## src/hdl/pals_pkg.sv

```systemverilog
// ============================================================================
// pals_pkg : shared types and constants for the loop sampler
// Fixed field widths, configuration register indexes, reset values and the
// control bundle that travels down the pipeline with each beat.
// ============================================================================
package pals_pkg;

    // fixed field widths
    localparam int IO_W       = 24;   // in_sample / out_sample
    localparam int PHASE_W    = 32;   // 0.32 loop phase
    localparam int FC_W       = 17;   // loop length and record index
    localparam int CFG_ADDR_W = 2;
    localparam int CFG_DATA_W = 32;

    // configuration register indexes
    typedef enum logic [CFG_ADDR_W-1:0] {
        CFG_LOOP_FRAMES   = 2'd0,
        CFG_PHASE_STEP    = 2'd1,
        CFG_RECORD_ENABLE = 2'd2,
        CFG_BUFFER_VALID  = 2'd3
    } cfg_reg_t;

    // register reset values
    localparam logic [FC_W-1:0]    LOOP_FRAMES_RST   = 17'd44100;
    localparam logic [PHASE_W-1:0] PHASE_STEP_RST    = 32'd97391;
    localparam logic               RECORD_ENABLE_RST = 1'b0;
    localparam logic               BUFFER_VALID_RST  = 1'b1;

    // per-beat control carried through the stages
    typedef struct packed {
        logic vld;      // stage holds a beat
        logic active;   // buffer was valid when the beat was taken
        logic rec;      // beat writes its sample into the store
    } pals_ctl_t;

endpackage

```

## src/hdl/pals_phase_stage.sv

```systemverilog
// ============================================================================
// pals_phase_stage : phase accumulator and record index
// Advances the loop phase, picks the record address and clamps the loop
// length for each accepted beat; results land in the first stage register.
// ============================================================================
module pals_phase_stage
    import pals_pkg::*;
#(
    parameter int STORE_DEPTH = 65536,
    parameter int ADDR_W      = $clog2(STORE_DEPTH),
    parameter int N_W         = ADDR_W + 1
)
(
    input  logic                         clk,
    input  logic                         rst_n,
    input  logic                         in_fire,
    input  logic                         adv,
    input  logic        [FC_W-1:0]       loop_frames,
    input  logic        [PHASE_W-1:0]    phase_step,
    input  logic                         record_enable,
    input  logic                         buffer_valid,
    input  logic signed [IO_W-1:0]       in_sample,
    output pals_ctl_t                    ctl1,
    output logic        [PHASE_W-1:0]    phase1,
    output logic        [N_W-1:0]        len1,
    output logic        [ADDR_W-1:0]     waddr1,
    output logic signed [IO_W-1:0]       sample1
);

    pals_ctl_t                 ctl_reg;
    logic        [PHASE_W-1:0] phase_reg;
    logic        [PHASE_W-1:0] phase_next;
    logic        [FC_W-1:0]    rec_idx_reg;
    logic        [FC_W-1:0]    rec_idx_next;
    logic        [FC_W-1:0]    wr_idx;
    logic        [N_W-1:0]     len_next;
    logic        [N_W-1:0]     len_reg;
    logic        [ADDR_W-1:0]  waddr_reg;
    logic signed [IO_W-1:0]    sample_reg;
    logic                      do_rec;

    // loop length: zero means one, clamp to the store depth
    always_comb
    begin
        if (loop_frames == '0)
            len_next = N_W'(1);
        else if (32'(loop_frames) > 32'(STORE_DEPTH))
            len_next = N_W'(STORE_DEPTH);
        else
            len_next = N_W'(loop_frames);
    end

    // phase wraps modulo 2^32; record index restarts outside the loop
    always_comb
    begin
        phase_next   = phase_reg + phase_step;
        wr_idx       = (32'(rec_idx_reg) >= 32'(len_next)) ? '0 : rec_idx_reg;
        rec_idx_next = wr_idx + FC_W'(1);
        do_rec       = buffer_valid && record_enable;
    end

    // architectural state, frozen while the buffer is invalid
    always_ff @(posedge clk or negedge rst_n)
    begin
        if (!rst_n)
        begin
            phase_reg   <= '0;
            rec_idx_reg <= '0;
        end
        else if (in_fire && buffer_valid)
        begin
            phase_reg <= phase_next;
            if (record_enable)
                rec_idx_reg <= rec_idx_next;
        end
    end

    // stage 1 control
    always_ff @(posedge clk or negedge rst_n)
    begin
        if (!rst_n)
            ctl_reg <= '0;
        else if (adv)
        begin
            ctl_reg.vld    <= in_fire;
            ctl_reg.active <= in_fire && buffer_valid;
            ctl_reg.rec    <= in_fire && do_rec;
        end
    end

    // stage 1 payload
    always_ff @(posedge clk)
    begin
        if (adv && in_fire)
        begin
            len_reg    <= len_next;
            waddr_reg  <= ADDR_W'(wr_idx);
            sample_reg <= in_sample;
        end
    end

    assign ctl1    = ctl_reg;
    assign phase1  = phase_reg;
    assign len1    = len_reg;
    assign waddr1  = waddr_reg;
    assign sample1 = sample_reg;

endmodule

```

## config.mk

```make
export PLATFORM = sky130hd
export DESIGN_NAME = pals_phase_stage
export DESIGN_NICKNAME = d
export VERILOG_FILES = /design/src/hdl/pals_pkg.sv /design/src/hdl/pals_phase_stage.sv
export SDC_FILE = /design/constraint.sdc
export NUM_CORES = 1
export LEC_CHECK = 0
export BUFFER_PORTS_ARGS = -buffer_cell sky130_fd_sc_hd__buf_2
export CORE_ASPECT_RATIO = 0.8
export CORE_MARGIN = 2
export CORE_UTILIZATION = 53
export DETAILED_ROUTE_END_ITERATION = 10
export PLACE_DENSITY = 0.8
export RECOVER_POWER = 100
export SYNTH_ARGS = -nofsm -noshare
export SYNTH_HDL_FRONTEND = slang
export SYNTH_SLANG_ARGS = --single-unit
```

## constraint.sdc

```tcl
create_clock -name clk -period 11.5 [get_ports clk]
set_input_delay 2.3 -clock clk [delete_from_list [all_inputs] [get_ports clk]]
set_output_delay 2.3 -clock clk [all_outputs]
set_load 0.03 [all_outputs]
```

==> impl_metrics.env <==
export IMPL_crit_type="in -> reg"
export IMPL_cts_sinks=109
export IMPL_clock_latency_ns=0.35
export IMPL_n_antenna_cell=0
export IMPL_start_util_pct=54.3
export IMPL_crit_end="rec_idx_reg[16]"
export IMPL_syn_avg_cell_area_um2=10.2
export IMPL_required_ns=11.71
export IMPL_place_area_mm2=0.00719
export IMPL_synth_edf_count=57
export IMPL_fin_crit_ns=7.98
export IMPL_r2r_cells=20
export IMPL_synth_seq_cells=109
export IMPL_h_tree_depth=3
export IMPL_wl_per_cell_um=16.7
export IMPL_fmax_ghz=0.125
export IMPL_drtPass1Iterations=5
export IMPL_ys_types=53
export IMPL_sw_frac_of_total_pct=44.3
export IMPL_ios=171
export IMPL_stdcell_count=930
export IMPL_grt_max_degree=58
export IMPL_syn_to_final_growth_pct=17.8
export IMPL_cts_root_buf="clkbuf_16"
export IMPL_die_w_um=125
export IMPL_p_comb_share_pct=48.6
export IMPL_r2r_start="rec_idx_reg[0]"
export IMPL_wirelength_um=15500
export IMPL_yosysWarnings=0
export IMPL_maxCapViolations=4
export IMPL_post_cts_setup_buffers=0
export IMPL_report_final_slew_viol_count=212
export IMPL_ctsLongestPathBuffers=2
export IMPL_arrival_ns=8.20
export IMPL_hpwl_um=11800
export IMPL_timing_hold_ws_ns=0.479
export IMPL_drtIter0Drc=350
export IMPL_place_congestion=0.911
export IMPL_port_buffers=170
export IMPL_finClkSkew_ns=0.0102
export IMPL_die_area_mm2=0.0126
export IMPL_grt_overflow_total=0
export IMPL_final_area_mm2=0.00733
export IMPL_synthFlopType="edfxtp_1"
export IMPL_p_int_uw=950
export IMPL_via_per_inst=5.58
export IMPL_synthTopCellsByArea="edfxtp_1, dfrtp_1, ha_1"
export IMPL_clockPowerShare_pct=17.4
export IMPL_clkTransAtPathRegs_ns=0.07
export IMPL_final_cell_mix="clkbuf_1, nand2_1, buf_2"
export IMPL_tightestPinTransition_ns=3.04
export IMPL_cp_max_fo=43
export IMPL_cts_tree="yes"
export IMPL_ant_nets=0
export IMPL_cts_resized=0
export IMPL_yosys_area_top_type="edfxtp_1"
export IMPL_final_common_cell="clkbuf_1"
export IMPL_finalSetupTns_ns=0
export IMPL_layout_drive_gt1_share_pct=13.2
export IMPL_ir_drop_uv=155
export IMPL_synth_area_mm2=0.00622
export IMPL_crit_path_end_kind="flop"
export IMPL_drcViolationCount=0
export IMPL_via_count=5192
export IMPL_synth_top_cell_area_share_pct=27.5
export IMPL_largest_reg_flops=32
export IMPL_min_path_type="reg -> reg"
export IMPL_ctsHoldBuffers=0
export IMPL_dp_cells=914
export IMPL_p_seq_share_pct=34.0
export IMPL_period_share_pct=69.4
export IMPL_fin_nets=906
export IMPL_hold_viol_final=0
export IMPL_pwr_density_cell_mw_per_mm2=233
export IMPL_p_sw_uw=757
export IMPL_grt_util_all_layers_pct=24.5
export IMPL_cts_buffers=9
export IMPL_ys_seq_area_share_pct=48.4
export IMPL_coreArea_mm2=0.0115
export IMPL_timing_rr_end="rec_idx_reg[16]"
export IMPL_p_leak_nw=3.28
export IMPL_grt_pass1_vias=4964
export IMPL_outcome="complete, but fails checks"
export IMPL_die_y_um=101
export IMPL_failed_checks="max-capacitance violations, max-slew violations"
export IMPL_crit_start="loop_frames[10]"
export IMPL_grt_pass1_wl_um=24700
export IMPL_fp_row_count=35
export IMPL_regToRegSetupSlack_ns=5.76
export IMPL_finalSetupViolations=0
export IMPL_syn_nets=740
export IMPL_antenna_found_initial=0
export IMPL_final_core_util_pct=63.9
export IMPL_slew_headroom_pct=-102
export IMPL_crit_path_start_kind="input port"
export IMPL_synthArstFlopShare_pct=47.7
export IMPL_rsz0062_at_grt="no"
export IMPL_postSynthCellCount=611
==> critical path: stages <==
cell and delay, ns:
buf_2 0.10, nor4_1 0.32, nand4_1 0.16, a21oi_1 0.23, ha_1 0.25, nand2b_1 0.14
a21o_1 0.17, a21o_1 0.16, a21o_1 0.16, a211o_1 0.28, a2111oi_0 0.41, o21a_1 0.19
clkbuf_1 1.15, and2_0 0.29, ha_1 0.24, nand3_1 0.19, nor3_1 0.26, and4_1 0.26
and3_1 0.21, and3_1 0.23, a31oi_1 0.14, o21ai_0 0.20, o21ai_0 0.14
==> worst min path at each step <==
stage,startpoint,end,slack [ns],cells past startpoint
after floorplan,rec_idx_reg[1],rec_idx_reg[1],0.49,2
after global routing,phase1[31],phase1[31],0.50,1
after detailed placement,phase1[31],phase1[31],0.46,1
after global placement,phase1[31],phase1[31],0.46,1
final,phase1[31],phase1[31],0.48,1
after CTS,phase1[31],phase1[31],0.48,1
==> layout make-up <==
| type | instances | area (um^2) |
|---|---|---|
| clock inverter | 7 | 60.1 |
| timing repair buffer | 174 | 746 |
| sequential | 109 | 3010 |
| multi-input combinational | 446 | 2970 |
| inverter | 37 | 139 |
| tap | 148 | 185 |
| clock buffer | 9 | 225 |
| fill | 993 | 4140 |
==> layer usage <==
layer	vias to the layer above	global-route usage, %	share of wire, %
met5	-	0	0
met4	0	7.78	1.7
met3	28	4.78	6.1
met2	193	40.0	47
met1	2422	33.4	45
li1	2549	-	-
==> power by group through the flow <==
| stage | registers (mW) | clock network, mW | logic (mW) |
|---|---|---|---|
| after CTS | 0.577 | 0.306 | 0.848 |
| after global routing | 0.591 | 0.318 | 0.919 |
| after detailed placement | 0.583 | 0 | 0.843 |
| after floorplan | 0.707 | 0 | 0.508 |
| after global placement | 0.577 | 0 | 0.816 |
| final | 0.580 | 0.298 | 0.830 |
==> synth_stat cells, drive strengths merged, types with 2 or more instances <==
cell	number
nand2	85
edfxtp	57
dfrtp	52
ha	49
o21ai	47
inv	37
a21oi	35
and2	23
nor2	20
nand3	19
a21o	18
clkbuf	14
mux2i	12
xnor2	11
a211oi	10
o21a	10
and3	9
mux2	9
nand2b	9
nor3	9
xor2	9
a31oi	6
nand4	6
o31ai	6
buf	5
nor2b	5
nor4	5
o211ai	3
o21bai	3
or3	3
a2111oi	2
a211o	2
a21boi	2
a22o	2
a32oi	2
and4	2
or2	2
==> metrics by stage <==
stage               worst slack (ns)  total power, mW
finish                          3.52             1.71
global route                    2.92             1.83
CTS                             4.56             1.73
detailed placement              4.26             1.43
global placement                4.53             1.39
floorplan                       4.96             1.21
==> cell families after synthesis <==
kind of cell / share of synthesized area (%)
AO/OA/AOI/OAI: 15.8
XOR/XNOR: 2.81
adder cells (fa/ha/maj): 10.2
buffers and inverters: 3.88
flip-flops: 48.4
multiplexers: 3.56
AND/OR/NAND/NOR: 15.4
Power figures use the tool's default switching activity.
