## src/hdl/pals_pkg.sv

```systemverilog
// ============================================================================
// pals_pkg : shared types and constants for the loop sampler
// Fixed field widths, configuration register indexes, reset values and the
// control bundle that travels down the pipeline with each beat.
// ============================================================================
package pals_pkg;

    // fixed field widths
    localparam int IO_W       = 24;   // in_sample / out_sample
    localparam int PHASE_W    = 32;   // 0.32 loop phase
    localparam int FC_W       = 17;   // loop length and record index
    localparam int CFG_ADDR_W = 2;
    localparam int CFG_DATA_W = 32;

    // configuration register indexes
    typedef enum logic [CFG_ADDR_W-1:0] {
        CFG_LOOP_FRAMES   = 2'd0,
        CFG_PHASE_STEP    = 2'd1,
        CFG_RECORD_ENABLE = 2'd2,
        CFG_BUFFER_VALID  = 2'd3
    } cfg_reg_t;

    // register reset values
    localparam logic [FC_W-1:0]    LOOP_FRAMES_RST   = 17'd44100;
    localparam logic [PHASE_W-1:0] PHASE_STEP_RST    = 32'd97391;
    localparam logic               RECORD_ENABLE_RST = 1'b0;
    localparam logic               BUFFER_VALID_RST  = 1'b1;

    // per-beat control carried through the stages
    typedef struct packed {
        logic vld;      // stage holds a beat
        logic active;   // buffer was valid when the beat was taken
        logic rec;      // beat writes its sample into the store
    } pals_ctl_t;

endpackage

```

## src/hdl/pals_index_stage.sv

```systemverilog
// ============================================================================
// pals_index_stage : play index multiplier
// Scales the phase by the loop length and keeps the integer part as the
// read address of the store.
// ============================================================================
module pals_index_stage
    import pals_pkg::*;
#(
    parameter int STORE_DEPTH = 65536,
    parameter int ADDR_W      = $clog2(STORE_DEPTH),
    parameter int N_W         = ADDR_W + 1
)
(
    input  logic                         clk,
    input  logic                         rst_n,
    input  logic                         adv,
    input  pals_ctl_t                    ctl1,
    input  logic        [PHASE_W-1:0]    phase1,
    input  logic        [N_W-1:0]        len1,
    input  logic        [ADDR_W-1:0]     waddr1,
    input  logic signed [IO_W-1:0]       sample1,
    output pals_ctl_t                    ctl2,
    output logic        [PHASE_W-1:0]    phase2,
    output logic        [ADDR_W-1:0]     raddr2,
    output logic        [ADDR_W-1:0]     waddr2,
    output logic signed [IO_W-1:0]       sample2
);

    localparam int PROD_W = PHASE_W + N_W;

    pals_ctl_t                 ctl_reg;
    logic        [PROD_W-1:0]  prod;
    logic        [PHASE_W-1:0] phase_reg;
    logic        [ADDR_W-1:0]  raddr_reg;
    logic        [ADDR_W-1:0]  waddr_reg;
    logic signed [IO_W-1:0]    sample_reg;

    // floor(phase * len); result is below len, so it fits the address
    assign prod = PROD_W'(phase1) * PROD_W'(len1);

    always_ff @(posedge clk or negedge rst_n)
    begin
        if (!rst_n)
            ctl_reg <= '0;
        else if (adv)
            ctl_reg <= ctl1;
    end

    always_ff @(posedge clk)
    begin
        if (adv)
        begin
            phase_reg  <= phase1;
            raddr_reg  <= prod[PHASE_W +: ADDR_W];
            waddr_reg  <= waddr1;
            sample_reg <= sample1;
        end
    end

    assign ctl2    = ctl_reg;
    assign phase2  = phase_reg;
    assign raddr2  = raddr_reg;
    assign waddr2  = waddr_reg;
    assign sample2 = sample_reg;

endmodule

```

## config.mk

```make
export PLATFORM = sky130hd
export DESIGN_NAME = pals_index_stage
export DESIGN_NICKNAME = d
export VERILOG_FILES = /design/src/hdl/pals_pkg.sv /design/src/hdl/pals_index_stage.sv
export SDC_FILE = /design/constraint.sdc
export NUM_CORES = 1
export LEC_CHECK = 0
export ABC_AREA = 1
export BUFFER_PORTS_ARGS = -buffer_cell sky130_fd_sc_hd__buf_2
export CAP_MARGIN = 30
export CELL_PAD_IN_SITES_DETAIL_PLACEMENT = 1
export CELL_PAD_IN_SITES_GLOBAL_PLACEMENT = 1
export CORE_MARGIN = 1.5
export CORE_UTILIZATION = 51
export CTS_CLUSTER_SIZE = 16
export DETAILED_ROUTE_END_ITERATION = 8
export PLACE_DENSITY = 0.85
export SETUP_SLACK_MARGIN = 0.1
export SLEW_MARGIN = 20
export SYNTH_ARGS = -nofsm -noshare
export SYNTH_HDL_FRONTEND = slang
export SYNTH_SLANG_ARGS = --single-unit
```

## constraint.sdc

```tcl
create_clock -name clk -period 1.8 [get_ports clk]
set_input_delay 0.36 -clock clk [delete_from_list [all_inputs] [get_ports clk]]
set_output_delay 0.36 -clock clk [all_outputs]
set_load 0.005 [all_outputs]
```

==> impl_metrics.py, run 1 <==
metrics = {
    "synth": {
        "synth_nets": 3181,
        "synthDistinctLibCells": 36,
        "synth.largest_area_cell": "fa_1",
        "synthCells": 2523,
        "synth_most_common_cell": "inv_1",
        "ys_top_cells_by_area": "fa_1, inv_1, edfxtp_1",
        "yosysSeqAreaShare": 0.132,
        "ys_ff_latch": 91,
        "yosys_warnings": 0,
        "ys_async_sr_fraction": 0.0330,
        "synthTopCellsByCount": "inv_1, nand2_1, fa_1",
        "syn_area_sq_um": 20600,
        "yosys.area.top_type_share": 0.433,
        "syn_avg_cell_area_sq_um": 8.17,
        "synth-main-ff-cell": "edfxtp_1",
        "synth_edf_count": 88,
    },
    "grt": {
        "grt.total_usage": 0.710,
        "grt_overflow_total": 3,
        "grt_max_degree": 34,
    },
    "timing": {
        "postGrtWorstEndpoint": "raddr2[14]$_DFFE_PP_/D",
        "endpoint_type": "register data pin",
    },
    "floorplanning": {
        "row_count": 73,
        "die_width_um": 204,
        "io_pins": 186,
        "die_h_um": 204,
        "initial_core_util": 0.518,
    },
    "clock_network": {
        "clockBufferDepth": 2,
        "h-tree-depth": 3,
        "clock_sinks": 91,
        "numCtsBuffers": 9,
        "cts_root_buf": "clkbuf_16",
    },
    "run_status": {
        "error_line": "[ERROR GRT-0232] Routing congestion too high. Check the congestion heatmap in the GUI.",
        "lastStage": "5_1_grt",
        "outcome": "did not finish",
    },
    "placement": {
        "dpl.hpwl_um": 63100,
        "dp_slack_ns": -4.19,
        "portBuffers": 185,
        "place.gp.congestion": 0.893,
    },
}
routing by layer:
metal	overflow	track usage
met5	0	0.165
met4	3	0.746
met3	0	0.488
met2	0	0.929
met1	0	0.701
stage by stage:
step                      std cells  cell area (sq um)
after floorplan                2523              21900
after global placement         3336              24300
after detailed placement       3336              24300
after CTS                      3400              26300
kinds of logic after synthesis:
logic type                 count (synthesis)  share of synthesized area
muxes                                      3                    0.00164
and+or+nand+nor                          835                      0.162
xor gates and xnor gates                   8                    0.00376
buffers and inverters                    900                      0.164
AOI/OAI and AO/OA                        123                     0.0328
adders and majority gates                563                      0.504
DFF                                       91                      0.132
repair_timing:
item / in CTS
hold buffers: 1
hold endpoints to repair: 3
gates cloned: 9
setup buffers: 38
endpoints found under the setup margin: 16
resized for setup: 310
pin swaps: 123
==> inputs of run 2 (changes only) <==
--- a/config.mk
+++ b/config.mk
@@ -8,14 +8,10 @@
 export ABC_AREA = 1
 export BUFFER_PORTS_ARGS = -buffer_cell sky130_fd_sc_hd__buf_2
 export CAP_MARGIN = 30
-export CELL_PAD_IN_SITES_DETAIL_PLACEMENT = 1
-export CELL_PAD_IN_SITES_GLOBAL_PLACEMENT = 1
 export CORE_MARGIN = 1.5
-export CORE_UTILIZATION = 51
-export CTS_CLUSTER_SIZE = 16
+export CORE_UTILIZATION = 40
 export DETAILED_ROUTE_END_ITERATION = 8
-export PLACE_DENSITY = 0.85
-export SETUP_SLACK_MARGIN = 0.1
+export PLACE_DENSITY_LB_ADDON = 0.15
 export SLEW_MARGIN = 20
 export SYNTH_ARGS = -nofsm -noshare
 export SYNTH_HDL_FRONTEND = slang
==> run 2 against run 1 <==
  * The flow now finishes, with violations (negative setup slack)
  * Synthesized cell count unchanged
  * Area after synthesis unchanged
==> impl_metrics.py, run 2 <==
metrics = {
    "run_status": {
        "outcome": "complete, but fails checks",
        "violations": "negative setup slack",
    },
    "clock_network": {
        "numCtsBuffers": 9,
        "h-tree-depth": 3,
        "clk_latency_ns": 0.39,
        "tritoncts": "built",
        "clockBufferDepth": 2,
        "clk_pin_slew_ns": 0.10,
        "clock_sinks": 91,
        "cts_root_buf": "clkbuf_16",
    },
    "placement": {
        "portBuffers": 185,
        "dpl_cell_area_sq_um": 24700,
        "dpl.hpwl_um": 50200,
        "placed_cells": 3510,
        "place.gp.congestion": 0.909,
    },
    "grt": {
        "antenna_found_initial": 1,
        "grt_overflow_total": 0,
        "grt_max_degree": 37,
        "grt_pass1_wl_um": 96500,
        "grt.total_usage": 0.236,
        "grt_pass1_vias": 18037,
    },
    "cells_and_area": {
        "layout_commonest_cell": "inv_1",
        "fin_area_sq_um": 26900,
        "layout-drive-gt1-share": 0.284,
        "stdcell_count": 3571,
        "largest_register_ffs": 32,
        "mostFrequentLayoutCells": "inv_1, nand2_1, fa_1",
        "nets": 3543,
        "final_util": 0.527,
        "area_growth_pct": 30.5,
    },
    "setup_path": {
        "arrival_ns": 5.30,
        "worst-setup-path-type": "in -> reg",
        "required_ns": 1.95,
        "worst_setup_path_end_kind": "register",
        "crit_fanout": 8,
        "cp-start-kind": "primary input",
    },
    "routing": {
        "wirelength_um": 59700,
        "vias_per_cell": 4.70,
        "vias": 16780,
        "drc_errors": 0,
        "drtIter0Drc": 864,
        "wl_per_cell_um": 16.7,
        "first_pass_iters": 5,
        "detail-route-antenna-nets": 0,
    },
    "timing": {
        "fin_crit_sh": 2.86,
        "worst_pin_slew_ns": 0.520,
        "slew_headroom": 0.653,
        "setup_viol": 16,
        "hold_viol_final": 0,
        "fin_crit_ns": 5.16,
        "worst_slack_ns": -3.36,
        "worst_clock_skew_ns": 0,
        "fin_hold_ws_ns": 0.116,
        "rsz0062_at_grt": "yes",
        "max_freq_ghz": 0.194,
        "slew_viol_final": 0,
    },
    "synth": {
        "yosys.area.top_type_share": 0.433,
        "synth-main-ff-cell": "edfxtp_1",
        "synth_most_common_cell": "inv_1",
        "yosysSeqAreaShare": 0.132,
        "synth_nets": 3181,
        "synthDistinctLibCells": 36,
        "synthCells": 2523,
        "syn_area_sq_um": 20600,
        "synth_edf_count": 88,
        "ys_async_sr_fraction": 0.0330,
        "synth.largest_area_cell": "fa_1",
        "syn_avg_cell_area_sq_um": 8.17,
        "synthTopCellsByCount": "inv_1, nand2_1, fa_1",
        "ys_top_cells_by_area": "fa_1, inv_1, edfxtp_1",
        "ys_ff_latch": 91,
        "yosys_warnings": 0,
    },
    "run": {
        "cap_violations": 0,
    },
    "floorplanning": {
        "core_area_sq_um": 51100,
        "die_h_um": 230,
        "initial_core_util": 0.403,
        "dieArea_sq_um": 52900,
        "row_count": 83,
        "die_width_um": 230,
        "io_pins": 186,
    },
    "min_path": {
        "holdCritPathClass": "in -> reg",
    },
}
-- run 2: cell counts after synthesis --
Identical to the previous run, type by type.
-- run 2: critical path: stages --
cell	delay, ns
buf_6	0.09
buf_12	0.14
buf_12	0.15
nand2_1	0.06
inv_1	0.05
fa_1	0.52
fa_1	0.45
fa_1	0.59
fa_2	0.45
fa_1	0.51
inv_2	0.06
fa_1	0.48
inv_1	0.07
ha_4	0.29
buf_12	0.11
nand2_4	0.06
nor2_4	0.13
buf_4	0.13
nand2_2	0.10
nor2_2	0.17
nand3_1	0.12
nand4_1	0.11
nand2_2	0.09
-- run 2: area by class of cell --
class	count	area, sq um
Fill cell	4796	24200
Inverter	786	2950
Tap cell	680	851
Clock inverter	7	81.3
Antenna cell	1	2.50
Sequential cell	91	2720
Timing Repair Buffer	465	3940
Clock buffer	9	225
Multi-Input combinational cell	1532	16100
-- run 2: logic make-up (layout without fill, tap and decap cells) --
kind of cell,Yosys count,in the layout,share of synthesized area
flip-flops,91,91,0.132
AND/OR/NAND/NOR,835,835,0.162
multiplexers,3,3,0.00164
buffers and inverters,900,1267,0.164
other,0,1,0
XOR/XNOR,8,8,0.00376
AO/OA/AOI/OAI,123,123,0.0328
adder cells (fa/ha/maj),563,563,0.504
-- run 2: metrics by stage --
stage | TNS, ns | setup slack (ns)
floorplan | -51.59 | -3.27
global placement | -62.62 | -4.05
detailed placement | -62.75 | -4.06
CTS | -52.43 | -3.34
global route | -55.05 | -3.49
finish | -52.53 | -3.36
-- run 2: timing repair --
action | 4_1_cts | 5_1_grt
endpoints found under the hold margin | 3 | 0
setup endpoints to repair | 16 | 16
gates resized for setup | 223 | 163
cloned | 4 | 3
buffers inserted | 24 | 16
hold buffers | 1 | 0
pin swaps | 102 | 121
-- run 2: final timing paths --
path                                           from               endpoint  slack, ns  depth (start not counted)
worst min register to register  ctl2[1]$_DFFE_PN0P_    ctl2[1]$_DFFE_PN0P_       0.53                          1
worst min-delay path                    sample1[16]  sample2[16]$_DFFE_PP_       0.12                          1
worst max-delay path                       len1[16]    raddr2[6]$_DFFE_PP_      -3.36                         23
worst max register to register  ctl2[2]$_DFFE_PN0P_    ctl2[2]$_DFFE_PN0P_       1.04                          1
max in group asynchronous                     rst_n    ctl2[2]$_DFFE_PN0P_       1.38                          2
min in group asynchronous                     rst_n    ctl2[1]$_DFFE_PN0P_       0.31                          2
-- run 2: metal layers --
| layer | up-vias | track usage | part of all wire |
|---|---|---|---|
| li1 | 7852 | - | - |
| met2 | 368 | 0.404 | 0.50 |
| met4 | 0 | 0.0600 | 0.023 |
| met1 | 8490 | 0.318 | 0.44 |
| met5 | - | 0 | 0 |
| met3 | 70 | 0.0269 | 0.039 |
Power of run 2 is not shown: default switching activity piles up to over one toggle a cycle in this logic, so the estimate is an artifact.
==> inputs of run 3 (changes only) <==
==> constraint.sdc (replaced) <==
create_clock -name clk -period 1.8 [get_ports clk]
set_input_delay 0.09 -clock clk [delete_from_list [all_inputs] [get_ports clk]]
set_output_delay 0.09 -clock clk [all_outputs]
set_load 0.005 [all_outputs]
==> run 3 against run 2 <==
  * Non-clock buffer count is 37 higher
  * The run still ends with negative setup slack left
  * Routed wire length is 1.9% higher
  * Clock skew is the same
  * Worst hold slack worse by 0.091 ns
  * Die area stayed put
  * Register-to-register slack about the same
  * First-iteration DRC count up 5.1%
  * Core utilization about the same
  * Cell count grew 1.0%
  * Global-route usage grew 0.64 points
  * Critical path depth shrank 2
  * Fmax increased by 5.1%
==> impl_metrics.py, run 3 (same netlist as run 2, synthesis figures left out) <==
metrics = {
    "run_status": {
        "violations": "negative setup slack",
        "outcome": "complete, but fails checks",
    },
    "floorplanning": {
        "core_area_sq_um": 51100,
        "io_pins": 186,
        "initial_core_util": 0.403,
        "die_width_um": 230,
        "dieArea_sq_um": 52900,
        "die_h_um": 230,
        "row_count": 83,
    },
    "routing": {
        "drc_errors": 0,
        "wirelength_um": 60800,
        "drtIter0Drc": 908,
        "vias": 16965,
        "vias_per_cell": 4.70,
        "first_pass_iters": 5,
        "wl_per_cell_um": 16.9,
        "detail-route-antenna-nets": 0,
    },
    "cells_and_area": {
        "insertedDiodeCount": 0,
        "multi_input_area_sq_um": 15900,
        "nets": 3580,
        "largest_register_ffs": 32,
        "mostFrequentLayoutCells": "inv_1, nand2_1, fa_1",
        "nFillCells": 4851,
        "regArea_sq_um": 2720,
        "area_growth_pct": 30.4,
        "layout_commonest_cell": "inv_1",
        "final_util": 0.526,
        "layout-drive-gt1-share": 0.258,
    },
    "setup_path": {
        "critPathMaxStageDelay_ns": 0.54,
        "slowest_stage": "fa_1",
        "worst-setup-path-type": "in -> reg",
        "arrival_ns": 5.05,
        "path_common_cell": "fa_1",
        "cp-start-kind": "primary input",
        "crit_fanout": 5,
        "worst_setup_path_end_kind": "register",
        "cp_cell_sequence": "buf_12, buf_12, buf_4, nand2_1, fa_1, inv_1, fa_1, fa_1, fa_1, fa_1, inv_1, fa_1, inv_2, ha_4, a21oi_2, o21ai_1, a21oi_1, buf_4, o21a_1, nand4_1, nand2_1",
        "crit_start": "len1[8]",
        "required_ns": 1.95,
        "timing.rr.start": "ctl2[1]$_DFFE_PN0P_",
    },
    "grt": {
        "grt_max_degree": 26,
        "grt_overflow_total": 0,
        "grt_pass1_vias": 18412,
        "grt_pass1_wl_um": 99300,
        "grt.total_usage": 0.242,
        "antenna_found_initial": 1,
    },
    "timing": {
        "worst_slack_ns": -3.10,
        "rsz0062_at_grt": "yes",
        "fin_crit_sh": 2.72,
        "worst_pin_slew_ns": 0.563,
        "max_freq_ghz": 0.204,
        "fin_crit_ns": 4.90,
        "hold_viol_final": 0,
        "slew_headroom": 0.625,
        "setup_viol": 16,
        "worst_clock_skew_ns": 0,
        "fin_hold_ws_ns": 0.0257,
        "slew_viol_final": 0,
    },
    "clock_network": {
        "cts_root_buf": "clkbuf_16",
        "tritoncts": "built",
        "clk_latency_ns": 0.40,
        "clk_pin_slew_ns": 0.10,
        "numCtsBuffers": 9,
        "clock_sinks": 91,
        "clockBufferDepth": 2,
        "h-tree-depth": 3,
    },
    "placement": {
        "dpl.hpwl_um": 50800,
        "place.gp.congestion": 0.904,
        "portBuffers": 185,
    },
    "run": {
        "cap_violations": 0,
    },
    "min_path": {
        "holdCritPathClass": "in -> reg",
        "min-delay-start": "phase1[8]",
    },
}
[run 3: cell types whose count changed in the layout (fill, tap and decap cells not counted), moves of 4 or more]
cell	before	now
buf_6	28	20
nand2_1	624	640
nand2_4	30	26
a21oi_4	23	17
buf_8	8	3
ha_4	30	25
buf_12	38	34
nand2_2	45	36
ha_1	86	92
inv_1	720	742
inv_2	64	42
dlygate4sd3_1	1	55
[run 3: path summary, 6_finish.rpt]
kind                                  endpoint  slack [ns]  depth (start not counted)
setup / recovery           raddr2[9]$_DFFE_PP_       -3.10                         21
hold / removal             phase2[8]$_DFFE_PP_        0.03                          1
setup reg to reg           ctl2[1]$_DFFE_PN0P_        1.05                          1
hold reg to reg            ctl2[0]$_DFFE_PN0P_        0.51                          1
max in group asynchronous  ctl2[0]$_DFFE_PN0P_        0.57                          4
min in group asynchronous  ctl2[2]$_DFFE_PN0P_        0.58                          3
[run 3: layer usage]
layer	global-route usage	wire [um]
met5	0	0
met2	0.425	31000
met1	0.324	26400
met4	0.0472	1010
met3	0.0277	2440
[run 3: worst max-delay path, delay by kind of cell]
kind	cells	cell delay (ns)
compound gates	4	0.73
fa+ha+maj	7	3.30
buf+inv	7	0.70
simple gates	3	0.22
[run 3: final cells by class]
class	count	area share
clock buffers	9	0.00838
clock inverters	7	0.00284
inverters	786	0.110
multi-input cells	1532	0.592
flip-flops and latches	91	0.101
well taps	680	0.0316
repair buffers	502	0.155
[run 3: through the flow]
step           cells  setup slack [ns]  instance area, sq um  setup TNS (ns)
2_1_floorplan   2523             -3.00                 21900          -47.27
3_3_place_gp    3511             -3.77                 24700          -58.34
3_5_place_dp    3511             -3.77                 24700          -58.41
4_1_cts         3596             -3.05                 26300          -48.06
5_1_grt         3607             -3.33                 26900          -51.54
6_report        3607             -3.10                 26900          -48.47
[run 3: timing repair]
item	4_1_cts	5_1_grt
setup endpoints to repair	16	16
pin swaps	67	85
gates cloned	3	3
hold buffers	55	0
resized for setup	158	127
setup buffers	12	8
hold endpoints to repair	55	0
Power of run 3 is left out for the same reason.
